==> src/sv/savage_dueling_bandit_selector_defines.svh <==
// ----------------------------------------------------------------------------
// Assertion macros for the dueling-bandit pair selector
// Shared property forms, clocked on i_clk and disabled during reset.
// ----------------------------------------------------------------------------
`ifndef SAVAGE_DUELING_BANDIT_SELECTOR_DEFINES_SVH
`define SAVAGE_DUELING_BANDIT_SELECTOR_DEFINES_SVH

// Check a consequence in the same cycle as its cause.
`define SDB_ASSERT_SAME(lbl, ante, cons, msg) \
    lbl: assert property (@(posedge i_clk) disable iff (!i_rst_n) (ante) |-> (cons)) \
        else $error(msg);

// Check a consequence in the cycle after its cause.
`define SDB_ASSERT_NEXT(lbl, ante, cons, msg) \
    lbl: assert property (@(posedge i_clk) disable iff (!i_rst_n) (ante) |=> (cons)) \
        else $error(msg);

`endif

==> src/sv/sdb_pkg.sv <==
// ----------------------------------------------------------------------------
// Dueling-bandit selector package
// Field widths, fixed-point constants, register codes and the pair entry type.
// ----------------------------------------------------------------------------
package sdb_pkg;

    localparam int MAX_ARMS = 16;

    localparam int CNT_W  = 32;
    localparam int UB_W   = 20;
    localparam int LB_W   = 21;
    localparam int NUM_W  = 24;
    localparam int FRAC_W = 16;
    localparam int ARMS_W = 5;
    localparam int DIV_NW = 48;
    localparam int DIV_DW = 33;
    localparam int SQ_IW  = 40;
    localparam int SQ_OW  = 20;

    localparam logic [UB_W-1:0]        HALF_Q16   = 20'd32768;
    localparam logic [UB_W-1:0]        ONE_Q16    = 20'd65536;
    localparam logic [UB_W-1:0]        UB_MAX     = 20'hFFFFF;
    localparam logic signed [LB_W-1:0] HALF_Q16_S = 21'sd32768;
    localparam logic signed [LB_W-1:0] ONE_Q16_S  = 21'sd65536;

    localparam logic [ARMS_W-1:0] ARMS_RST = 5'd16;
    localparam logic [NUM_W-1:0]  NUM_RST  = 24'd1812758;

    typedef enum logic [1:0] {
        REG_ARMS = 2'd0,
        REG_MODE = 2'd1,
        REG_NUM  = 2'd2
    } t_reg_idx;

    typedef struct packed {
        logic [CNT_W-1:0]        cnt;
        logic [CNT_W-1:0]        wins;
        logic [UB_W-1:0]         ub;
        logic signed [LB_W-1:0]  lb;
        logic                    mask;
    } t_entry;

    // Unit handshake: start pulse in, done pulse out.
    typedef struct packed {
        logic start;
    } t_unit_req;

    typedef struct packed {
        logic done;
    } t_unit_rsp;

    function automatic logic [CNT_W-1:0] sat_inc(input logic [CNT_W-1:0] a, input logic b);
        logic [CNT_W-1:0] res;
        if (b && (&a)) begin
            res = a;
        end else begin
            res = a + CNT_W'(b);
        end
        return res;
    endfunction

endpackage

==> src/sv/sdb_isqrt.sv <==
// ----------------------------------------------------------------------------
// Iterative integer square root
// Digit recurrence, one root bit per cycle, floor result.
// ----------------------------------------------------------------------------
module sdb_isqrt import sdb_pkg::*; (
    input  logic             i_clk,
    input  logic             i_rst_n,
    input  t_unit_req        i_req,
    input  logic [SQ_IW-1:0] i_value,
    output t_unit_rsp        o_rsp,
    output logic [SQ_OW-1:0] o_root
);

    localparam int CW   = $clog2(SQ_OW + 1);
    localparam int REMW = SQ_OW + 2;

    logic [CW-1:0]    r_cnt;
    logic [SQ_IW-1:0] r_val;
    logic [REMW-1:0]  r_rem;
    logic [SQ_OW-1:0] r_root;
    logic             r_done;
    logic [REMW-1:0]  rem2;
    logic [REMW-1:0]  trial;
    logic             fits;

    assign rem2  = {r_rem[REMW-3:0], r_val[SQ_IW-1:SQ_IW-2]};
    assign trial = {r_root, 2'b01};
    assign fits  = rem2 >= trial;

    always_ff @(posedge i_clk) begin
        if (!i_rst_n) begin
            r_cnt  <= '0;
            r_done <= 1'b0;
        end else begin
            r_done <= 1'b0;
            if (i_req.start) begin
                r_val  <= i_value;
                r_rem  <= '0;
                r_root <= '0;
                r_cnt  <= CW'(SQ_OW);
            end else if (r_cnt != '0) begin
                r_val  <= {r_val[SQ_IW-3:0], 2'b00};
                r_rem  <= fits ? (rem2 - trial) : rem2;
                r_root <= {r_root[SQ_OW-2:0], fits};
                r_cnt  <= r_cnt - 1'b1;
                if (r_cnt == CW'(1)) begin
                    r_done <= 1'b1;
                end
            end
        end
    end

    assign o_rsp.done = r_done;
    assign o_root     = r_root;

endmodule

==> config.mk <==
export PLATFORM = sky130hd
export DESIGN_NAME = sdb_isqrt
export DESIGN_NICKNAME = d
export VERILOG_FILES = /design/src/sv/savage_dueling_bandit_selector_defines.svh /design/src/sv/sdb_pkg.sv /design/src/sv/sdb_isqrt.sv
export SDC_FILE = /design/constraint.sdc
export NUM_CORES = 1
export LEC_CHECK = 0
export BUFFER_PORTS_ARGS = -buffer_cell sky130_fd_sc_hd__buf_4
export CAP_MARGIN = 20
export CORE_UTILIZATION = 45
export DETAILED_ROUTE_END_ITERATION = 10
export PLACE_DENSITY = 0.71
export SLEW_MARGIN = 0
export SYNTH_ARGS = -nofsm -noshare
export SYNTH_HDL_FRONTEND = slang
export SYNTH_SLANG_ARGS = --single-unit
==> constraint.sdc <==
create_clock -name i_clk -period 3.8 [get_ports i_clk]
set_input_delay 0 -clock i_clk [delete_from_list [all_inputs] [get_ports i_clk]]
set_output_delay 0 -clock i_clk [all_outputs]
set_load 0.005 [all_outputs]
* Word-level counts from Yosys, hierarchy flattened *
Cells that the tools add are included.

storage, ports and cells
  flip-flop bits (word level) = 86
  bits of input ports = 43
  output and inout bits = 21
  word-level logic and storage cells = 25

operators by class
  add/subtract/negate cells = 2
  magnitude comparators = 1
  equality and inequality tests = 1
  mux-type cells = 8
  bitwise gates (word level) = 2
  reduce and logical (&&, ||, !) cells = 5

operators by type and width
  kind                                                                   count
  40-bit 2-to-1 mux                                                      2
  20-bit 2-to-1 mux                                                      3
  22-bit greater-or-equal comparator                                     1
  20-bit subtractor                                                      1
  5-bit 2-to-1 mux                                                       2
  5-bit by 1-bit equality test with 1-bit output, second input constant  1
  5-bit nonzero test                                                     1
  5-bit by 1-bit subtractor with 5-bit output, second input constant     1
  3-bit OR reduction                                                     1
  1-bit inverter                                                         2
  2-bit AND reduction                                                    1
  2-bit nonzero test                                                     1
  2-bit OR reduction                                                     1
  1-bit 2-to-1 mux                                                       1

* Longest topological paths before layout *
Gate-level depths: netlist of the first run.

  depth after elaboration = 3
  depth in mapped cells = 12
  depth with buffers taken out = 9

* Worst setup path after synthesis of the first run *
OpenSTA, ideal clock, no wires.

  kind = register to register
  from = register r_cnt[0]
  to = register r_root[0] (netlist: o_root[0]), enable pin
  library setup time = 0.444 ns
  arrival = 2.658 ns
  data required time = 3.356 ns
  slack = 0.697 ns
  stages on the path, launching flop included = 5
  buffers on the path = 0
  clock period less this slack = 3.103 ns
  path through = dfxtp_1 > inv_1 > ha_1 > nand3b_1 > o21a_1

between the ends
  cells in the longest elaborated chain, start to end = 3

ends and longest elaborated chain
  what                                  line             RTL
  start: declaration                    sdb_isqrt.sv:17  logic [CW-1:0] r_cnt;
  start signal: assignment              sdb_isqrt.sv:40  r_cnt <= CW'(SQ_OW);
  start signal: assignment              sdb_isqrt.sv:45  r_cnt <= r_cnt - 1'b1;
  5-bit nonzero test                    sdb_isqrt.sv:41  end else if (r_cnt != '0) begin
  2-bit nonzero test (no source line)   n/a
  2-bit AND reduction (no source line)  n/a
  end signal: assignment                sdb_isqrt.sv:44  r_root <= {r_root[SQ_OW-2:0], fits};
  end: declaration                      sdb_isqrt.sv:20  logic [SQ_OW-1:0] r_root;

No other way between the ends.
A chain may end at the register's enable or synchronous reset.

* Worst setup path in the final report of the first run *
  from = register r_rem[2]
  to = register r_rem[19] (data pin)

between the ends
  cells in the longest elaborated chain, start to end = 3
  elaborated cells on any way between the ends = 4
  classes of those cells = add/sub (1); order compare (1); mux (2)

ends and longest elaborated chain
  what                                                                     line                              RTL
  start: declaration                                                       sdb_isqrt.sv:19                   logic [REMW-1:0] r_rem;
  start signal: assignment                                                 sdb_isqrt.sv:43                   r_rem <= fits ? (rem2 - trial) : rem2;
  20-bit subtractor or 22-bit greater-or-equal comparator (tied branches)  sdb_isqrt.sv:43, sdb_isqrt.sv:28
  20-bit 2-to-1 mux (*)                                                    sdb_isqrt.sv:43
  20-bit 2-to-1 mux (*)                                                    sdb_isqrt.sv:41

Every way passes the cells marked *; elsewhere a longest branch is shown, timed or not. The select of a mux whose other input is x is not followed.

==> impl_results.md, run 1 <==
* Post-synth top flop: edfxtp_1
* Clock tree sinks at 86
* Routed vias/inst at ~5.2
* Die Ht at 104.6 um
* Die width at between 100 and 150 um
* Fin crit share at 0.7819
* MaxCap Viol Count at 0
* TritonCTS clock tree: done
* Final Hold Fails at 0
* Synth warnings at 0
* Slew Viols, Final at 0
* Vias at between 3k and 4k
* Yosys top cell area share at 0.5067
* Hpwl dp at around 6.1 mm
* Hold_ws at between 0.3 and 0.4 ns
* LEAKAGE at 2.394 nW
* Synthesized Nets at 467
* Post-CTS Setup Bufs at 0
* Sequential share of the synthesized area at 0.5321
* Io pins at 64
* Fin util at 0.5794
* Initial DRC count at 137
* Worst skew pair latency at 0.36 ns
* Most frequent cells after synthesis: edfxtp_1, nor2_1, mux2_2, inv_1, ha_1
* Worst-Margin Slew at ~0.93 ns
* Htree depth at 3
* Num CTS Buffers at 9
* Worst path cell trace: ha_1, a21oi_1, nor2b_4, a211oi_2, o21ai_2, o311a_1, buf_4, a311oi_1, a211oi_1
* Tot Pwr at between 2 and 3 mW
* Pre-CTS WS at about 0.9 ns
* Synth Register Bits at 86
* Status: finished clean
* Final setup fails at 0
* Core area at roughly 0.010 mm2
* Async set-reset flop share out of synthesis at 0
* CP max stage delay at 0.45 ns
* RSZ-0062 raised after global routing: false
* Cells after Synth at ~400
* # port buffers at between 60 and 70
* Grt ovf at 0
* Detailed Routing Iterations Pass 1 at 4
* Clock skew at around 0.019 ns
* CTS Hold Bufs at ~40
* CTS clock-pin slew for the worst setup and hold paths at roughly 0.10 ns
* Nets at 571
* Initial antenna violation count at 0
* Fmax at 336.6 MHz
* CP Data Required Time at between 3 and 4 ns
* Maximum VDD drop at 209.1 uV
* Number of global-route vias before repair at approximately 3.4k
* Post-route ant nets at 0
* Drt wl/cell at approximately 15 um
* Crit Path Class: flop to flop
* DR DRC count at 0
* Total Routing Usage GR at 0.1837
* # fillers at around 880
* Worst rel slew slack at 0.3767
* Diodes inserted at 0
* CP startpoint kind: flop
* Total die area at approximately 0.011 mm2
* Drt total wl at approximately 9.7 mm
* CTS root buf: clkbuf_8
* TNS Setup at 0 ns
* First-pass GRT wire length at 16.01 mm
* Power per cell area at 470.0 mW/mm2
* Gpl congestion at approximately 0.86
* Fraction of layout cells with a size suffix above 1 at 0.2539
* Worst EP arrival at ~3.0 ns
* Row Count at 37
* Post-synth EDFFs at 80
* Worst Setup End Kind: flop
* Distinct cell type count of the synthesized netlist at 52
* Final min period at 2.971 ns
* Ranking of synthesized cells by area: edfxtp_1, mux2_2, ha_1
* Most frequent cell after synthesis: edfxtp_1
* Mapped Area at ~0.0047 mm2
* Crit Path Max Fanout at 9
* Post-synth top area cell: edfxtp_1
* Syn-to-layout area delta at 25.60%
* Slowest CP cell: edfxtp_1
* Pin count of the biggest net entering global routing at between 80 and 90
* Cts repair resizes at 0
* Hold crit path type: input pin to flop
* Setup ws final at approximately 0.83 ns
* Initial Util at 0.4613
* Avg Cell Area, Syn at roughly 12 um2
* Clk buf depth at 2
through the flow:
step / instance area [um2] / instances
after floorplan: 4741 / 399
after global placement: 5335 / 586
after detailed placement: 5335 / 586
after CTS: 5927 / 643
after global routing: 5954 / 644
final: 5954 / 644
path summary, 6_finish.rpt:
| kind | from | to | slack, ns | cells after the start |
|---|---|---|---|---|
| worst max-delay path | r_rem[2] | r_rem[19] | 0.83 | 9 |
| worst min register to register | r_cnt[4] | o_rsp | 0.50 | 1 |
| worst max register to register | r_rem[2] | r_rem[19] | 0.83 | 9 |
| worst min-delay path | i_req | r_val[12] | 0.30 | 2 |
worst max-delay path, delay by kind of cell, from the launching register on:
kind                     cells  cell delay [ns]
buffers and inverters        1             0.19
adder cells (fa/ha/maj)      1             0.41
AND/OR/NAND/NOR              1             0.14
flip-flops                   1             0.45
AO/OA/AOI/OAI                6             1.48
flip-flops by register name, summed over array words and instances (netlist names):
name,cells
o_root,20
o_rsp,1
r_val,40
r_rem,20
r_cnt,5
cell type report:
cell class	instances	area, um2	area share
sequential	86	2522	0.4236
multi-input combinational	270	2042	0.3429
timing repair buffer	108	933.4	0.1568
tap	136	170.2	0.02858
clock buffer	11	141.4	0.02374
inverter	28	105.1	0.01765
clock inverter	5	40.04	0.006724
cells by family after synthesis:
logic type      Yosys count  synth area share
compound gates           66           0.09555
xor+xnor                 16           0.02956
fa+ha+maj                25           0.06598
buf+inv                  43           0.03880
flops                    86            0.5321
mux                      55            0.1262
simple gates            108            0.1119
where the power goes:
group | internal (mW) | switching (mW)
combinational | 0.452 | 0.493
clock | 0.261 | 0.354
sequential | 1.19 | 0.0535
total | 1.90 | 0.900
layout by cell type (no fill, tap or decap), drive strengths merged, types with 3 or more instances in the layout:
master	instances
buf	67
clkbuf	11
o211ai	3
dlygate4sd3	41
xnor2	14
clkinvlp	3
edfxtp	80
ha	25
nand3	4
o21a	7
a211oi	4
dfxtp	6
nand2	14
mux2i	17
mux2	38
o21ai	14
nand2b	4
nand4	3
nand3b	6
a21oi	16
and2	3
nor2b	5
inv	30
nor3	8
a21o	3
nor2	49
per-layer routing:
layer / track usage / share of wire / vias to the layer above
met2: 0.3179 / 0.49 / 87
met4: 0.05734 / 0.015 / 0
li1: - / - / 1675
met5: 0 / 0 / -
met1: 0.2222 / 0.44 / 1579
met3: 0.04991 / 0.051 / 12
Note: power is estimated with default switching activity, not from simulation.
==> run 2, diff against run 1 <==
--- a/config.mk
+++ b/config.mk
@@ -9,7 +9,7 @@
 export CAP_MARGIN = 20
 export CORE_UTILIZATION = 45
 export DETAILED_ROUTE_END_ITERATION = 10
-export PLACE_DENSITY = 0.71
+export PLACE_DENSITY = 0.73
 export SLEW_MARGIN = 0
 export SYNTH_ARGS = -nofsm -noshare
 export SYNTH_HDL_FRONTEND = slang
==> constraint.sdc (replaced) <==
create_clock -name i_clk -period 2.43 [get_ports i_clk]
set_input_delay 0 -clock i_clk [delete_from_list [all_inputs] [get_ports i_clk]]
set_output_delay 0 -clock i_clk [all_outputs]
set_load 0.005 [all_outputs]
==> run 2 against run 1 <==
Against the previous run:
- the run now ends with negative setup slack left
- critical path type unchanged
- core utilization rose by 7.9 points
- critical endpoint unchanged
- clock power grew 61%
- power increased by 79%
- combinational power increased by 120%
- via count is 9.1% higher
- clock skew decreased by 0.0029 ns
- sequential share of layout area is 5.1 points lower
- flip-flop and latch count unchanged
- sequential power up 57%
- count of clock-buffer cells in the layout unchanged
- first-iteration DRC count grew 14%
- worst setup slack lost 0.94 ns
==> impl_results.md, run 2 (synthesis gave the netlist of run 1 again) <==
* CTS clock-pin slew for the worst setup and hold paths at 0.09 ns
* Largest Register: r_val
* Die width at 104.6 um
* Commonest non-fill, non-tap cells in the layout: buf_4, edfxtp_1, nor2_1
* Power per cell area at 738.7 mW/mm2
* Die Ht at between 100 and 150 um
* Number of global-route vias before repair at approximately 3.8k
* First-pass GRT wire length at 17.71 mm
* Io pins at 64
* R2R setup slack at -0.11 ns
* Reg2Reg Depth at 9
* Final setup fails at 14
* Worst-Margin Slew at around 0.52 ns
* Failing checks: negative setup slack
* # fillers at about 780
* Fin crit share at 1.045
* Commonest non-fill, non-tap cell in the layout: buf_4
* Drt wl/cell at 15.36 um
* DR DRC count at 0
* Final min period at around 2.5 ns
* Met3 Track Usage GR at 0.04928
* Grt ovf at 0
* Crit Path Class: flop to flop
* Critical Path End: r_rem[19]
* Vias at 3657
* Status: finished with violations
* FF-to-FF End: r_rem[19]
* Num CTS Buffers at 9
* Nets at roughly 640
* Slew Viols, Final at 0
* Clk buf depth at 2
* Worst r2r src: r_rem[0]
* CP startpoint kind: flop
* Pin count of the biggest net entering global routing at 44
* Clock skew at between 0.015 and 0.02 ns
* Row Count at 37
* Hold crit path type: input pin to flop
* Worst skew pair latency at approximately 0.36 ns
* Initial DRC count at 156
* Hold_ws at around 0.19 ns
* RSZ-0062 raised after global routing: true
* Total Routing Usage GR at 0.2061
* Crit Path Max Fanout at 5
* Placed cell count at 644
* Syn-to-layout area delta at 42.76%
* Initial antenna violation count at 0
* Tot Pwr at 4.999 mW
* Total die area at 0.01095 mm2
* Clock tree sinks at 86
* Gpl congestion at ~0.84
* Setup ws final at -0.1102 ns
* Worst rel slew slack at 0.6546
* Hpwl dp at between 7 and 8 mm
* Worst EP arrival at about 2.6 ns
* Multi-input gate area at about 0.0022 mm2
* Fraction of layout cells with a size suffix above 1 at 0.3983
* Core area at between 0.01 and 0.015 mm2
* Routed vias/inst at between 5 and 6
* Post-route ant nets at 0
* Largest register FFs at 40
* TNS Setup at -1.032 ns
* Global-route track usage on met2 at 0.3789
* Final Hold Fails at 0
* Register Area at between 0.002 and 0.003 mm2
* Maximum VDD drop at between 400 and 500 uV
* Diodes inserted at 0
* LEAKAGE at 2.797 nW
* Htree depth at 3
* TritonCTS clock tree: done
* Fraction of met1 tracks used by global routing at 0.2316
* CTS root buf: clkbuf_8
* MaxCap Viol Count at 0
* Non-Filler Instances at 716
* # port buffers at 63
* Worst Setup End Kind: flop
* Detailed Routing Iterations Pass 1 at 6
* Drt total wl at roughly 11 mm
* Gr busiest metal: met2
* Fmax at 393.7 MHz
* Crit. Startpoint: r_rem[0]
* Initial Util at 0.4613
* CP Data Required Time at 2.53 ns
[run 2: stage by stage]
stage	worst slack, ns	area, um2	utilization
after global placement	-0.1963	5826	0.5668
final	-0.1102	6768	0.6585
after floorplan	0.0007114	4772	-
after global routing	-0.2031	6768	0.6585
after CTS	-0.08682	6619	0.6440
after detailed placement	-0.2132	5826	0.5668
[run 2: area by class of cell]
cell class,count,area share
Sequential cell,86,0.3727
Multi-Input combinational cell,270,0.3306
Timing Repair Buffer,180,0.2276
Tap cell,136,0.02514
Clock buffer,11,0.02255
Inverter,28,0.01553
Clock inverter,5,0.005916
[run 2: worst min-delay path by stage]
stage            start         to  slack (ns)  cells past startpoint
3_5_place_dp   i_rst_n   r_cnt[4]        0.26                      2
5_1_grt          i_req  o_root[1]        0.19                      2
6_report         i_req  o_root[1]        0.19                      2
3_3_place_gp   i_rst_n   r_cnt[4]        0.24                      2
4_1_cts          i_req  o_root[1]        0.17                      2
2_1_floorplan  i_rst_n   r_cnt[4]        0.12                      1
[run 2: routing by layer]
layer	part of all wire	routed length (um)
met1	0.41	4480
met2	0.54	5917
met3	0.039	426
met4	0.016	174
met5	0	0
[run 2: critical path, cell delays in order, from the launching register on]
cell and delay, ns:
edfxtp_1 0.44, ha_4 0.29, and2b_1 0.14, o211ai_1 0.16, a211oi_4 0.31, o21ai_4 0.09
o311a_4 0.35, buf_12 0.15, a311oi_2 0.24, a211oi_1 0.10
[run 2: power by group]
group | internal (mW) | switching (mW) | leakage, nW | total (mW)
sequential | 1.85 | 0.0910 | 0.839 | 1.95
combinational | 1.11 | 0.952 | 1.87 | 2.06
clock | 0.442 | 0.547 | 0.0877 | 0.989
[run 2: what timing repair did]
action / CTS / global route
hold endpoints to repair: 42 / 0
endpoints found under the setup margin: 20 / 21
pin swaps: 5 / 4
buffers inserted: 6 / 8
hold buffers: 41 / 0
gates resized for setup: 24 / 22
cloned: 1 / 1
==> run 3, diff against run 2 <==
--- a/config.mk
+++ b/config.mk
@@ -10,6 +10,7 @@
 export CORE_UTILIZATION = 45
 export DETAILED_ROUTE_END_ITERATION = 10
 export PLACE_DENSITY = 0.73
+export SETUP_SLACK_MARGIN = 0.15
 export SLEW_MARGIN = 0
 export SYNTH_ARGS = -nofsm -noshare
 export SYNTH_HDL_FRONTEND = slang
==> run 3 against run 2 <==
Against the previous run:
- the run still ends with negative setup slack left
- first-iteration DRC count is 21% lower
- critical path type unchanged
- flip-flop and latch count did not move
- highest routed layer unchanged
- register-to-register slack improved by 0.04 ns
- combinational power shrank 6%
- core utilization shrank 1.3 points
- cell count down 1.8%
==> impl_results.md, run 3 (synthesis gave the netlist of run 1 again) <==
* Status: finished with violations
* Failing checks: negative setup slack
* Largest register FFs at 40
* Gpl congestion at 0.8543
* Reg2Reg Depth at 9
* Clock tree sinks at 86
* Nets at 630
* Worst r2r src: r_rem[2]
* Initial Util at 0.4613
* Worst Setup End Kind: flop
* Worst path cell trace: ha_4, buf_4, buf_6, o211ai_1, o21a_1, o21ai_0, nor4_1, a2111o_1, a21oi_2
* DR DRC count at 0
* Worst-Margin Slew at roughly 0.48 ns
* TNS Setup at -0.1732 ns
* CP max stage delay at ~0.45 ns
* Io pins at 64
* R2R setup slack at -0.07 ns
* Crit Path Max Fanout at 3
* Initial antenna violation count at 0
* HP Start: i_req
* CP Data Required Time at between 2 and 3 ns
* Vias at between 3k and 4k
* Routed vias/inst at roughly 5.1
* Worst EP arrival at ~2.7 ns
* Syn-to-layout area delta at 39.98%
* Final setup fails at 3
* Worst skew pair latency at 0.38 ns
* Die width at roughly 100 um
* Slew Viols, Final at 0
* Pin count of the biggest net entering global routing at 39
* Initial DRC count at approximately 120
* Die Ht at approximately 100 um
* Maximum VDD drop at between 300 and 400 uV
* Hold_ws at 0.2655 ns
* Crit Path Class: flop to flop
* Row Count at 37
* First-pass GRT wire length at 17.41 mm
* Fin area at 0.006636 mm2
* Top delay family on crit path: compound AO/OA/AOI/OAI gates
* Hold depth at 2
* MaxCap Viol Count at 0
* Worst hold path endpoint: r_val[10]
* Grt ovf at 0
* Htree depth at 3
* FF-to-FF End: r_rem[17]
* Fin crit share at 1.029
* Commonest non-fill, non-tap cell in the layout: buf_4
* Setup ws final at -0.07001 ns
* Commonest non-fill, non-tap cells in the layout: buf_4, edfxtp_1, nor2_1
* Total Routing Usage GR at 0.2003
* Worst rel slew slack at 0.6832
* Fraction of layout cells with a size suffix above 1 at 0.3792
* Placed cell count at about 640
* LEAKAGE at 2.719 nW
* Final Hold Fails at 0
* Drt wl/cell at around 15 um
* RSZ-0062 raised after global routing: true
* CP startpoint kind: flop
* Slowest CP cell: edfxtp_1
* CP Buf/Inv Count at 2
* Power per cell area at roughly 740 mW/mm2
* Core area at 0.01028 mm2
* Largest Register: r_val
* Non-Filler Instances at between 700 and 800
* Post-route ant nets at 0
* CTS root buf: clkbuf_8
* Clock skew at around 0.016 ns
* # port buffers at 63
* Detailed Routing Iterations Pass 1 at 4
* Final min period at ~2.5 ns
* Total die area at around 0.011 mm2
* Diodes inserted at 0
* Hpwl dp at 6.820 mm
* Placed inst area at between 0.005 and 0.006 mm2
* TritonCTS clock tree: done
* CTS clock-pin slew for the worst setup and hold paths at ~0.090 ns
* Hold crit path type: input pin to flop
* Fmax at about 400 MHz
* Num CTS Buffers at 9
* Drt total wl at around 11 mm
* Clk buf depth at 2
* Number of global-route vias before repair at between 3k and 4k
==> run 3: cell count changes in the layout (fill, tap and decap cells not counted), moves of 2 or more <==
cell      change
buf_6         -2
a21oi_1       +2
a21oi_2       -2
clkinv_4      +2
buf_4         -9
==> run 3: worst max path at each step <==
stage / start / end / slack [ns] / cells past startpoint
global placement: r_rem[0] / r_rem[16] / -0.06 / 9
CTS: r_rem[0] / r_rem[16] / -0.04 / 9
global route: o_root[1] / r_rem[16] / -0.17 / 10
detailed placement: r_rem[2] / r_rem[19] / -0.13 / 9
floorplan: r_rem[0] / r_rem[2] / 0.03 / 10
finish: r_rem[2] / r_rem[17] / -0.07 / 9
==> run 3: what timing repair did <==
item,CTS,global route
pin swaps,2,1
hold buffers,41,0
hold endpoints to repair,45,0
gates resized for setup,18,12
buffers inserted,4,5
setup endpoints to repair,20,20
==> run 3: final cells by class <==
type | instances | area [um2]
clock buffer | 11 | 152.6
clock inverter | 5 | 41.29
fill | 799 | 3641
inverter | 28 | 105.1
multi-input combinational | 270 | 2240
sequential | 86 | 2522
tap | 136 | 170.2
timing repair buffer | 167 | 1405
==> run 3: through the flow <==
stage | worst slack [ns] | power, mW | utilization
3_3_place_gp | -0.06328 | 3.632 | 0.5684
3_5_place_dp | -0.1323 | 3.680 | 0.5684
5_1_grt | -0.1692 | 5.162 | 0.6457
4_1_cts | -0.04395 | 4.815 | 0.6377
2_1_floorplan | 0.03316 | 3.114 | -
6_report | -0.07001 | 4.891 | 0.6457
==> run 3: metal layers <==
metal	global-route usage	vias up	wire length (um)
li1	-	1787	-
met1	0.2326	1698	4518
met2	0.3595	92	5349
met3	0.04679	20	488
met4	0.07143	0	207
met5	0	-	0
==> run 3: power breakdown <==
group          internal, mW  switching (mW)
Combinational          1.03           0.905
Clock                 0.442           0.567
Sequential             1.85          0.0923
==> run 3: worst reg2reg max path, cell delays in order, from the launching register on <==
cell and delay (ns):
edfxtp_1 0.45, ha_4 0.32, buf_4 0.12, buf_6 0.09, o211ai_1 0.14, o21a_1 0.21
o21ai_0 0.39, nor4_1 0.09, a2111o_1 0.41, a21oi_2 0.14
