===== src/sv/savage_dueling_bandit_selector_defines.svh =====
// ----------------------------------------------------------------------------
// Assertion macros for the dueling-bandit pair selector
// Shared property forms, clocked on i_clk and disabled during reset.
// ----------------------------------------------------------------------------
`ifndef SAVAGE_DUELING_BANDIT_SELECTOR_DEFINES_SVH
`define SAVAGE_DUELING_BANDIT_SELECTOR_DEFINES_SVH

// Check a consequence in the same cycle as its cause.
`define SDB_ASSERT_SAME(lbl, ante, cons, msg) \
    lbl: assert property (@(posedge i_clk) disable iff (!i_rst_n) (ante) |-> (cons)) \
        else $error(msg);

// Check a consequence in the cycle after its cause.
`define SDB_ASSERT_NEXT(lbl, ante, cons, msg) \
    lbl: assert property (@(posedge i_clk) disable iff (!i_rst_n) (ante) |=> (cons)) \
        else $error(msg);

`endif


===== src/sv/sdb_pkg.sv =====
// ----------------------------------------------------------------------------
// Dueling-bandit selector package
// Field widths, fixed-point constants, register codes and the pair entry type.
// ----------------------------------------------------------------------------
package sdb_pkg;

    localparam int MAX_ARMS = 16;

    localparam int CNT_W  = 32;
    localparam int UB_W   = 20;
    localparam int LB_W   = 21;
    localparam int NUM_W  = 24;
    localparam int FRAC_W = 16;
    localparam int ARMS_W = 5;
    localparam int DIV_NW = 48;
    localparam int DIV_DW = 33;
    localparam int SQ_IW  = 40;
    localparam int SQ_OW  = 20;

    localparam logic [UB_W-1:0]        HALF_Q16   = 20'd32768;
    localparam logic [UB_W-1:0]        ONE_Q16    = 20'd65536;
    localparam logic [UB_W-1:0]        UB_MAX     = 20'hFFFFF;
    localparam logic signed [LB_W-1:0] HALF_Q16_S = 21'sd32768;
    localparam logic signed [LB_W-1:0] ONE_Q16_S  = 21'sd65536;

    localparam logic [ARMS_W-1:0] ARMS_RST = 5'd16;
    localparam logic [NUM_W-1:0]  NUM_RST  = 24'd1812758;

    typedef enum logic [1:0] {
        REG_ARMS = 2'd0,
        REG_MODE = 2'd1,
        REG_NUM  = 2'd2
    } t_reg_idx;

    typedef struct packed {
        logic [CNT_W-1:0]        cnt;
        logic [CNT_W-1:0]        wins;
        logic [UB_W-1:0]         ub;
        logic signed [LB_W-1:0]  lb;
        logic                    mask;
    } t_entry;

    // Unit handshake: start pulse in, done pulse out.
    typedef struct packed {
        logic start;
    } t_unit_req;

    typedef struct packed {
        logic done;
    } t_unit_rsp;

    function automatic logic [CNT_W-1:0] sat_inc(input logic [CNT_W-1:0] a, input logic b);
        logic [CNT_W-1:0] res;
        if (b && (&a)) begin
            res = a;
        end else begin
            res = a + CNT_W'(b);
        end
        return res;
    endfunction

endpackage


===== src/sv/sdb_div.sv =====
// ----------------------------------------------------------------------------
// Iterative divider
// Restoring division, one quotient bit per cycle.
// ----------------------------------------------------------------------------
module sdb_div import sdb_pkg::*; (
    input  logic              i_clk,
    input  logic              i_rst_n,
    input  t_unit_req         i_req,
    input  logic [DIV_NW-1:0] i_dividend,
    input  logic [DIV_DW-1:0] i_divisor,
    output t_unit_rsp         o_rsp,
    output logic [DIV_NW-1:0] o_quotient
);

    localparam int CW = $clog2(DIV_NW + 1);

    logic [CW-1:0]     r_cnt;
    logic [DIV_DW-1:0] r_div;
    logic [DIV_DW-1:0] r_rem;
    logic [DIV_NW-1:0] r_quo;
    logic              r_done;
    logic [DIV_DW:0]   shifted;
    logic [DIV_DW:0]   diff;
    logic              fits;

    assign shifted = {r_rem, r_quo[DIV_NW-1]};
    assign fits    = shifted >= {1'b0, r_div};
    assign diff    = shifted - {1'b0, r_div};

    always_ff @(posedge i_clk) begin
        if (!i_rst_n) begin
            r_cnt  <= '0;
            r_done <= 1'b0;
        end else begin
            r_done <= 1'b0;
            if (i_req.start) begin
                r_quo <= i_dividend;
                r_div <= i_divisor;
                r_rem <= '0;
                r_cnt <= CW'(DIV_NW);
            end else if (r_cnt != '0) begin
                r_rem <= fits ? diff[DIV_DW-1:0] : shifted[DIV_DW-1:0];
                r_quo <= {r_quo[DIV_NW-2:0], fits};
                r_cnt <= r_cnt - 1'b1;
                if (r_cnt == CW'(1)) begin
                    r_done <= 1'b1;
                end
            end
        end
    end

    assign o_rsp.done = r_done;
    assign o_quotient = r_quo;

endmodule


===== config.mk =====
export PLATFORM = sky130hd
export DESIGN_NAME = sdb_div
export DESIGN_NICKNAME = d
export VERILOG_FILES = /design/src/sv/savage_dueling_bandit_selector_defines.svh /design/src/sv/sdb_pkg.sv /design/src/sv/sdb_div.sv
export SDC_FILE = /design/constraint.sdc
export NUM_CORES = 1
export LEC_CHECK = 0
export BUFFER_PORTS_ARGS = -buffer_cell sky130_fd_sc_hd__buf_2
export CORE_ASPECT_RATIO = 1.25
export CORE_MARGIN = 2
export CORE_UTILIZATION = 50
export CTS_CLUSTER_SIZE = 16
export DETAILED_ROUTE_END_ITERATION = 8
export PLACE_DENSITY = 0.86
export SYNTH_ARGS = -nofsm -noshare
export SYNTH_HDL_FRONTEND = slang
export SYNTH_SLANG_ARGS = --single-unit

===== constraint.sdc =====
create_clock -name i_clk -period 3.2 [get_ports i_clk]
set_input_delay 0.64 -clock i_clk [delete_from_list [all_inputs] [get_ports i_clk]]
set_output_delay 0.64 -clock i_clk [all_outputs]
set_load 0.02 [all_outputs]

## Word-level counts from Yosys, hierarchy flattened

Cells that the tools add are included.

| storage, ports and cells | value |
|---|---|
| register bits | 121 |
| word-level logic and storage cells | 25 |
| output and inout bits | 49 |
| bits of input ports | 84 |

| cells by class | value |
|---|---|
| multiplexer cells | 7 |
| reduce and logical (&&, ||, !) cells | 6 |
| equality and inequality tests | 1 |
| $add $sub $neg | 2 |
| order comparisons | 1 |
| bitwise logic cells | 2 |

Operator list:

| kind | number |
|---|---|
| 48-bit two-way mux | 2 |
| 33-bit two-way mux | 2 |
| 34-bit by 33-bit >= comparator with 1-bit output | 1 |
| 33-bit subtractor | 1 |
| 6-bit two-way mux | 2 |
| 6-bit by 1-bit == test with 1-bit output, second input constant | 1 |
| 6-bit nonzero test | 1 |
| 6-bit by 1-bit subtractor with 6-bit output, second input constant | 1 |
| 2-bit AND reduction | 2 |
| 3-bit OR reduction | 1 |
| 1-bit inverter | 2 |
| 2-bit nonzero test | 1 |
| 2-bit OR reduction | 1 |
| 1-bit two-way mux | 1 |

## Logic depth before layout (Yosys ltp)

Gate-level depths: netlist of the first run.

| logic depth | value |
|---|---|
| depth in word-level cells | 3 |
| depth in mapped cells | 15 |
| gate-level depth less buffers | 14 |

## Worst setup path after synthesis of the first run

No wires, ideal clock.

| path | value |
|---|---|
| path kind | input -> register |
| start point | input port i_req |
| end point | register r_quo[0], in the netlist o_quotient[0], enable pin |
| buffers on the path | 2 |
| path slack | -272 ps |
| library setup time | 446 ps |
| stages | 3 |
| data arrival time | 3026 ps |
| required time | 2754 ps |
| cell sequence | clkbuf_1 clkbuf_1 o21a_1 |

| between the ends | value |
|---|---|
| cells in the longest elaborated chain, start to end | 2 |

RTL lines:

| element | line | source |
|---|---|---|
| start: declaration | sdb_div.sv:8 | `input t_unit_req i_req,` |
| 2-bit nonzero test (no line) | - |  |
| 2-bit AND reduction (no line) | - |  |
| end signal: assignment | sdb_div.sv:37 | `r_quo <= i_dividend;` |
| end signal: assignment | sdb_div.sv:43 | `r_quo <= {r_quo[DIV_NW-2:0], fits};` |
| end: declaration | sdb_div.sv:20 | `logic [DIV_NW-1:0] r_quo;` |

Every way passes these cells.
A chain may end at the register's enable or synchronous reset.

## Final worst setup path of the first run

| path | value |
|---|---|
| start point | register r_rem[15] |
| end point | register r_rem[31], data pin |

| between the ends | value |
|---|---|
| cells in the longest elaborated chain, start to end | 3 |
| elaborated cells between the ends (all ways) | 4 |
| classes of those cells | add/sub (1); order compare (1); mux (2) |

RTL lines:

| element | line | source |
|---|---|---|
| start: declaration | sdb_div.sv:19 | `logic [DIV_DW-1:0] r_rem;` |
| start signal: assignment | sdb_div.sv:42 | `r_rem <= fits ? diff[DIV_DW-1:0] : shifted[DIV_DW-1:0];` |
| 33-bit subtractor / 34-bit by 33-bit >= comparator with 1-bit output (equally long branches) | sdb_div.sv:28, sdb_div.sv:27 |  |
| 33-bit two-way mux (*) | sdb_div.sv:42 |  |
| 33-bit two-way mux (*) | sdb_div.sv:41 | `end else if (r_cnt != '0) begin` |

Every way passes the cells marked *; elsewhere a longest branch is shown, timed or not. The select of a mux whose other input is x is not followed.

==> results.py, run 1 <==
metrics = {
    "yosys": {
        "yosysTopAreaCellShare_pct": 52.2,
        "yosys.area.top_type": "edfxtp_1",
        "synth_warnings": 0,
        "syn_area_um2": 6560,
        "synth-seq-cells": 121,
        "ys_types": 51,
        "synthesis.nets": 669,
        "syn_avg_cell_area_um2": 11.9,
        "synth_enable_flop_cells": 114,
        "async_reset_ff_share_pct": 0,
        "syn_inst": 549,
        "ys.flop_type": "edfxtp_1",
        "yosys-top-cells-area": "edfxtp_1 (52%), mux2_2 (8.1%), ha_1 (6.7%), a21oi_1 (2.8%), xnor2_1 (2.8%)",
        "yosysSeqAreaShare_pct": 54.4,
    },
    "timing": {
        "fin_crit_ps": 3240,
        "finalMaxSlewViolations": 0,
        "max_slew_margin_pct": 59.2,
        "hold_ws_ps": 385,
        "finClkSkew_ps": 8.88,
        "setup-tns-final_ps": -144,
        "worst_slew_pin_slew_ps": 605,
        "hold_viol_final": 0,
        "rsz0062_at_grt": "yes",
        "min_period_over_period_pct": 101,
        "fmax_ghz": 0.309,
        "fin_ws_ps": -35.4,
        "finalSetupViolCount": 10,
    },
    "floorplan": {
        "die_w_um": 106,
        "pin_count": 133,
        "dieArea_um2": 14100,
        "coreArea_um2": 12800,
        "fp.dieH_um": 132,
        "start_util_pct": 51.3,
        "rows": 46,
    },
    "cells_and_area": {
        "final_cell_mix": "buf_2 (132), edfxtp_1 (114), inv_1 (47), mux2_2 (47), nor2_1 (36)",
        "fin_nets": 829,
        "syn_to_final_growth_pct": 28.2,
        "antenna_cells": 0,
        "layout_commonest_cell": "buf_2",
        "final_util_pct": 65.8,
        "layout.cells.non_filler": 890,
        "drive_gt1_share_pct": 37.3,
    },
    "routing": {
        "drt-pass1-iter-count": 5,
        "vias": 5139,
        "dr.first_iter.drc_count": 411,
        "vias_per_cell": 5.77,
        "wl_per_cell_um": 19.0,
        "antenna_left": 0,
        "drc": 0,
        "wl_um": 16900,
    },
    "setup_path": {
        "crit_buf_inv": 1,
        "critPathTopFamily": "compound AO/OA/AOI/OAI gates",
        "worstSetupEndpointType": "flip-flop",
        "critPathKind": "reg2reg",
        "crit_required_ps": 3380,
        "crit_path_cell_trace": "ha_1, buf_4, nand4_1, nor2_1, or3_1, o32a_1, a31oi_4, o31ai_2, a41o_1, a31oi_2, xnor2_1, a22o_1",
        "critical-path-slowest-cell": "edfxtp_1",
        "rrSetupSlack_ps": -40,
        "start_kind": "flip-flop",
        "crit_arrival_ps": 3410,
        "slowest_delay_ps": 420,
        "cp_max_fo": 6,
    },
    "job": {
        "cap_violations": 0,
    },
    "place": {
        "dp_hpwl_um": 11000,
        "dpl.cell_count": 848,
        "port_buffers": 132,
        "routabilityCongestion": 0.941,
        "pre_cts_ws_ps": -47.8,
    },
    "status": {
        "status": "finished with violations",
        "failed_checks": "setup timing",
    },
    "grt": {
        "grt.total_usage_pct": 23.0,
        "antenna_found_initial": 0,
        "grt_overflow": 0,
        "grt_max_degree": 39,
        "grt_pass1_wl_um": 25200,
        "first_global_vias": 5170,
    },
    "clock_tree": {
        "cts_tree": "done",
        "clkLatencyLatePin_ps": 430,
        "root_buffer": "clkbuf_16",
        "cts.path.max_buffers": 2,
        "holdBufCountCts": 0,
        "htree_levels": 4,
        "cts.clk_slew.worst_paths_ps": 60,
        "cts_num_sinks": 121,
        "cts_buffers": 17,
    },
    "power": {
        "power_density_nw_per_um2": 802,
        "leakagePower_uw": 0.00362,
        "max-vdd-ir-drop_mv": 0.438,
    },
    "min_path": {
        "hold_path_class": "in2reg",
    },
}
[per-layer routing]
metal  routed length [um]  track usage (%)
met2                 8700             40.3
met1                 6320             26.5
met3                 1400             7.46
met5                    0                0
met4                  514             7.94
[logic make-up (layout without fill, tap and decap cells)]
kind of cell	count (synthesis)	count (layout)	share of synthesized area [%]
flops	121	121	54.4
buf+inv	66	239	3.84
simple gates	120	120	8.42
mux	65	65	10.8
fa+ha+maj	36	36	6.98
compound gates	108	108	11.2
xor+xnor	33	33	4.41
[registers in the layout (all words and copies together) (netlist names)]
| signal | count |
|---|---|
| o_rsp | 1 |
| r_cnt | 6 |
| o_quotient | 48 |
| r_div | 33 |
| r_rem | 33 |
[synth_stat cells, types with 13 or more instances]
master	count
mux2i_1	17
nand3_1	13
inv_1	48
a21o_1	15
nor2_1	43
a21oi_1	37
a211oi_1	13
xnor2_1	21
edfxtp_1	114
mux2_2	47
nand2_1	30
ha_1	35
[worst paths after layout]
check	endpoint	depth (start not counted)	from
setup / recovery	r_rem[31]	12	r_rem[15]
hold / removal	r_div[28]	1	i_divisor[28]
setup reg to reg	r_rem[31]	12	r_rem[15]
hold reg to reg	r_cnt[4]	2	r_cnt[4]
[layout make-up]
cell class	instances	area [um2]
Clock buffer	18	429
Clock inverter	14	163
Fill cell	944	4370
Inverter	48	180
Multi-Input combinational cell	362	2890
Sequential cell	121	3560
Tap cell	168	210
Timing Repair Buffer	159	970
[timing repair]
action | CTS | global route
pin swaps | 4 | 8
gates cloned | 0 | 4
resized for setup | 3 | 30
endpoints found under the setup margin | 22 | 34
buffers inserted | 0 | 6
[where the power goes]
group          internal, uW  total (uW)  switching (uW)  leakage (uW)
combinational          1100        2550            1450       0.00218
clock                  1160        1930             764      0.000283
sequential             2100        2270             166       0.00116
[per-stage QoR]
stage          total power, uW  cell area, um2
3_3_place_gp              4330            7540
4_1_cts                   6390            8140
3_5_place_dp              4430            7540
5_1_grt                   7040            8410
6_report                  6740            8410
2_1_floorplan             3860            6580
[worst reg2reg max path, stage by stage, from the launching register on]
cell,delay [ps]
edfxtp_1,420
ha_1,340
buf_4,180
nand4_1,170
nor2_1,100
or3_1,340
o32a_1,360
a31oi_4,240
o31ai_2,100
a41o_1,310
a31oi_2,170
xnor2_1,90
a22o_1,200
Note: power is estimated with default switching activity, not from simulation.
==> run 2, diff against run 1 <==
--- a/config.mk
+++ b/config.mk
@@ -11,7 +11,7 @@
 export CORE_UTILIZATION = 50
 export CTS_CLUSTER_SIZE = 16
 export DETAILED_ROUTE_END_ITERATION = 8
-export PLACE_DENSITY = 0.86
+export PLACE_DENSITY = 0.74
 export SYNTH_ARGS = -nofsm -noshare
 export SYNTH_HDL_FRONTEND = slang
 export SYNTH_SLANG_ARGS = --single-unit
==> constraint.sdc (replaced) <==
create_clock -name i_clk -period 2.8 [get_ports i_clk]
set_input_delay 0.56 -clock i_clk [delete_from_list [all_inputs] [get_ports i_clk]]
set_output_delay 0.56 -clock i_clk [all_outputs]
set_load 0.02 [all_outputs]
==> results.py, run 2 (same netlist as run 1, synthesis figures left out) <==
metrics = {
    "floorplan": {
        "rows": 46,
        "dieArea_um2": 14100,
        "coreArea_um2": 12800,
        "start_util_pct": 51.3,
        "die_w_um": 106,
        "pin_count": 133,
        "fp.dieH_um": 132,
    },
    "timing": {
        "finalMaxSlewViolations": 0,
        "min_period_over_period_pct": 114,
        "setup-tns-final_ps": -11610,
        "fin_ws_ps": -393,
        "fin_crit_ps": 3190,
        "max_slew_margin_pct": 57.5,
        "worst_slew_pin_slew_ps": 630,
        "hold_viol_final": 0,
        "rsz0062_at_grt": "yes",
        "finalSetupViolCount": 34,
        "finClkSkew_ps": 13.3,
        "fmax_ghz": 0.313,
    },
    "cells_and_area": {
        "fillers": 941,
        "design_area_um2": 8830,
        "final_cell_mix": "buf_2 (132), edfxtp_1 (114), buf_4 (75), inv_1 (47), mux2_2 (47)",
        "seq_area_um2": 3560,
        "antenna_cells": 0,
        "drive_gt1_share_pct": 42.0,
        "layout_commonest_cell": "buf_2",
        "multi_input_area_um2": 2900,
        "syn_to_final_growth_pct": 34.7,
        "fin_nets": 885,
        "largest_reg_flops": 48,
    },
    "status": {
        "failed_checks": "setup timing",
        "status": "finished with violations",
    },
    "clock_tree": {
        "cts.clk_slew.worst_paths_ps": 60,
        "htree_levels": 4,
        "cts.path.max_buffers": 2,
        "root_buffer": "clkbuf_16",
        "cts_num_sinks": 121,
        "holdBufCountCts": 0,
        "clkLatencyLatePin_ps": 420,
        "cts_tree": "done",
        "cts_buffers": 17,
    },
    "routing": {
        "drt-pass1-iter-count": 5,
        "wl_um": 15900,
        "wl_per_cell_um": 16.8,
        "dr.first_iter.drc_count": 245,
        "antenna_left": 0,
        "vias_per_cell": 5.47,
        "vias": 5171,
        "drc": 0,
    },
    "setup_path": {
        "cp_max_fo": 9,
        "slowest_delay_ps": 380,
        "critical-path-slowest-cell": "edfxtp_1",
        "crit_path_cell_trace": "inv_1, ha_2, inv_2, fa_2, a21o_1, a221o_1, nor2_2, o21bai_2, a21oi_2, a31oi_1, o2111ai_2, nand2_4, buf_12, mux2i_1, nor2_1",
        "start_kind": "flip-flop",
        "reg2regPathDepth": 15,
        "rrSetupSlack_ps": -390,
        "worstReg2RegEnd": "r_rem[12]",
        "crit_arrival_ps": 3340,
        "cp-endpoint": "r_rem[12]",
        "worstSetupEndpointType": "flip-flop",
        "startpoint": "o_quotient[47]",
        "crit-reg2reg-launch": "o_quotient[47]",
        "critPathKind": "reg2reg",
        "crit_required_ps": 2950,
    },
    "grt": {
        "grt_overflow": 0,
        "antenna_found_initial": 0,
        "grt_max_degree": 42,
        "grt_pass1_wl_um": 25200,
        "first_global_vias": 5492,
        "grt.total_usage_pct": 22.8,
    },
    "place": {
        "pre_cts_ws_ps": -383,
        "routabilityCongestion": 0.922,
        "port_buffers": 132,
        "dpl_cell_area_um2": 7910,
        "dp_hpwl_um": 11000,
    },
    "power": {
        "power_uw": 7940,
        "power_density_nw_per_um2": 899,
        "leakagePower_uw": 0.00389,
        "max-vdd-ir-drop_mv": 0.516,
    },
    "min_path": {
        "hold_path_class": "in2reg",
    },
    "job": {
        "cap_violations": 0,
    },
}
-- run 2: cell types whose count changed in the layout (fill, tap and decap cells not counted), sizes merged --
cell | before | now
clkinvlp | 2 | 4
bufinv | 2 | 3
clkinv | 4 | 7
clkbuf | 21 | 20
buf | 156 | 213
inv | 54 | 48
-- run 2: final cells by class --
| class | instances | area share [%] |
|---|---|---|
| Clock inverter | 14 | 1.77 |
| Sequential cell | 121 | 40.3 |
| Tap cell | 168 | 2.38 |
| Inverter | 48 | 2.04 |
| Timing Repair Buffer | 215 | 15.8 |
| Clock buffer | 18 | 4.86 |
| Multi-Input combinational cell | 362 | 32.8 |
-- run 2: repair_timing --
item | CTS | global route
resized for setup | 14 | 25
buffers inserted | 10 | 7
pin swaps | 14 | 9
cloned | 1 | 2
endpoints found under the setup margin | 34 | 34
-- run 2: worst min path at each step --
stage	start	to	slack (ps)	cells past startpoint
after floorplan	r_cnt[4]	r_cnt[4]	450	2
after global placement	r_cnt[4]	r_cnt[4]	470	2
after detailed placement	r_cnt[4]	r_cnt[4]	470	2
after CTS	i_divisor[16]	r_div[16]	290	1
after global routing	i_divisor[16]	r_div[16]	300	1
final	i_divisor[16]	r_div[16]	310	1
-- run 2: metal layers --
layer	wire length, um	global-route usage (%)
met1	6330	25.7
met2	8120	39.9
met4	280	8.01
met5	0	0
met3	1170	8.11
-- run 2: per-stage QoR --
step | hold WS (ps) | utilization [%] | std cells
after floorplan | 454 | - | 549
after global placement | 472 | 61.9 | 895
after detailed placement | 474 | 61.9 | 895
after CTS | 295 | 67.6 | 937
after global routing | 299 | 69.1 | 946
final | 310 | 69.1 | 946
-- run 2: power breakdown --
part           internal, uW  total [uW]  leakage, uW  switching [uW]
combinational          1510        3180      0.00246            1670
clock                  1380        2190     0.000270             806
sequential             2400        2580      0.00116             178
total                  5290        7940      0.00389            2650
-- run 2: worst max-delay path, delay by kind of cell (launching register included) --
family / cells / cell delay, ps
simple gates: 3 / 360
compound gates: 6 / 1150
fa+ha+maj: 2 / 530
buf+inv: 3 / 320
mux: 1 / 160
flops: 1 / 380
==> run 3, diff against run 2 <==
--- a/config.mk
+++ b/config.mk
@@ -5,8 +5,8 @@
 export SDC_FILE = /design/constraint.sdc
 export NUM_CORES = 1
 export LEC_CHECK = 0
-export BUFFER_PORTS_ARGS = -buffer_cell sky130_fd_sc_hd__buf_2
-export CORE_ASPECT_RATIO = 1.25
+export BUFFER_PORTS_ARGS = -buffer_cell sky130_fd_sc_hd__clkbuf_2
+export CORE_ASPECT_RATIO = 2
 export CORE_MARGIN = 2
 export CORE_UTILIZATION = 50
 export CTS_CLUSTER_SIZE = 16
==> results.py, run 3 (same netlist as run 1, synthesis figures left out) <==
metrics = {
    "status": {
        "status": "finished with violations",
        "failed_checks": "setup timing",
    },
    "timing": {
        "fin_ws_ps": -434,
        "max_slew_margin_pct": 60.6,
        "worst_slew_pin_slew_ps": 588,
        "setup-tns-final_ps": -12990,
        "finClkSkew_ps": 10.4,
        "fin_crit_ps": 3230,
        "hold_ws_ps": 320,
        "finalSetupViolCount": 34,
        "fmax_ghz": 0.309,
        "hold_viol_final": 0,
        "rsz0062_at_grt": "yes",
        "finalMaxSlewViolations": 0,
        "min_period_over_period_pct": 115,
    },
    "routing": {
        "drc": 0,
        "dr.first_iter.drc_count": 272,
        "wl_um": 16900,
        "antenna_left": 0,
        "wl_per_cell_um": 18.0,
        "drt-pass1-iter-count": 5,
        "vias": 5324,
        "vias_per_cell": 5.68,
    },
    "job": {
        "cap_violations": 0,
    },
    "grt": {
        "grt.total_usage_pct": 23.7,
        "grt_overflow": 0,
        "antenna_found_initial": 0,
        "first_global_vias": 5790,
        "grt_max_degree": 37,
        "grt_pass1_wl_um": 26400,
    },
    "cells_and_area": {
        "antenna_cells": 0,
        "syn_to_final_growth_pct": 34.5,
        "fin_nets": 893,
        "final_cell_mix": "clkbuf_2 (131), edfxtp_1 (114), buf_4 (85), inv_1 (47), mux2_2 (47)",
        "largest_reg_flops": 48,
        "drive_gt1_share_pct": 42.6,
        "layout_commonest_cell": "clkbuf_2",
        "fillers": 908,
        "design_area_um2": 8820,
        "layout.cells.non_filler": 938,
    },
    "setup_path": {
        "start_kind": "flip-flop",
        "crit-reg2reg-launch": "o_quotient[47]",
        "rrSetupSlack_ps": -430,
        "worstSetupEndpointType": "flip-flop",
        "crit_arrival_ps": 3380,
        "crit_required_ps": 2940,
        "cp_max_fo": 6,
        "reg2regPathDepth": 15,
        "critPathKind": "reg2reg",
        "worstReg2RegEnd": "r_rem[14]",
    },
    "floorplan": {
        "start_util_pct": 50.8,
        "pin_count": 133,
        "dieArea_um2": 14100,
        "rows": 59,
        "fp.dieH_um": 166,
        "die_w_um": 85.0,
        "coreArea_um2": 12900,
    },
    "min_path": {
        "min-delay-start": "i_divisor[20]",
        "hold_path_class": "in2reg",
        "hold_depth": 1,
        "holdPathEnd": "r_div[20]",
    },
    "clock_tree": {
        "cts_num_sinks": 121,
        "cts.path.max_buffers": 2,
        "cts_buffers": 17,
        "root_buffer": "clkbuf_16",
        "cts_tree": "done",
        "cts.clk_slew.worst_paths_ps": 60,
        "htree_levels": 4,
        "clkLatencyLatePin_ps": 410,
        "holdBufCountCts": 0,
    },
    "place": {
        "routabilityCongestion": 0.907,
        "dpl_cell_area_um2": 8010,
        "dp_hpwl_um": 11700,
        "pre_cts_ws_ps": -445,
        "port_buffers": 132,
        "dpl.cell_count": 897,
    },
    "power": {
        "power_density_nw_per_um2": 909,
        "max-vdd-ir-drop_mv": 0.753,
        "leakagePower_uw": 0.00396,
    },
}
==> run 3: cell types whose count changed in the layout (fill, tap and decap cells not counted), sizes merged <==
cell,change
inv,+9
bufinv,-2
clkbuf,+132
buf,-124
clkinvlp,-2
clkinv,-5
==> run 3: worst max-delay path: stages (launching register included) <==
cell and delay [ps]:
edfxtp_1 390, inv_1 90, ha_2 180, inv_2 40, fa_2 330, a21o_1 180
a221o_1 320, nor2_2 120, o21bai_2 100, a21oi_2 170, a31oi_2 120, o2111ai_2 300
nand2_4 180, buf_12 200, mux2i_1 160, nor2_1 80
==> run 3: per-stage QoR <==
stage	util, %	power, uW
after floorplan	-	4420
after global placement	62.0	5410
after detailed placement	62.0	5510
after CTS	67.2	7820
after global routing	68.3	8400
final	68.3	8010
==> run 3: worst max path at each step <==
stage | startpoint | to | slack [ps] | cells after the start
floorplan | o_quotient[47] | r_rem[13] | -460 | 15
global placement | o_quotient[47] | r_rem[28] | -280 | 14
detailed placement | o_quotient[47] | r_rem[30] | -450 | 14
CTS | o_quotient[47] | r_rem[14] | -360 | 15
global route | o_quotient[47] | r_rem[3] | -560 | 15
finish | o_quotient[47] | r_rem[14] | -430 | 15
==> run 3: repair_timing <==
action	4_1_cts	5_1_grt
endpoints found under the setup margin	34	34
resized for setup	12	19
cloned	0	3
setup buffers	6	3
pin swaps	7	14
==> run 3: per-layer routing <==
| metal | wire [um] | track usage [%] | vias to the layer above |
|---|---|---|---|
| met1 | 5770 | 23.6 | 2562 |
| li1 | - | - | 2490 |
| met5 | 0 | 0 | - |
| met2 | 9530 | 44.3 | 209 |
| met3 | 836 | 5.47 | 63 |
| met4 | 714 | 11.9 | 0 |
==> run 3: layout make-up <==
cell class                      count  area (um2)  share of cell area [%]
Sequential cell                   121        3560                    40.4
Multi-Input combinational cell    362        2860                    32.5
Timing Repair Buffer              223        1430                    16.3
Clock buffer                       18         439                    4.98
Tap cell                          152         190                    2.16
Inverter                           48         180                    2.04
Clock inverter                     14         151                    1.72
==> run 3: where the power goes <==
part | switching (uW) | internal (uW) | total (uW)
logic | 1710 | 1530 | 3240
clock network | 908 | 1290 | 2190
registers | 180 | 2400 | 2580
total | 2800 | 5220 | 8010
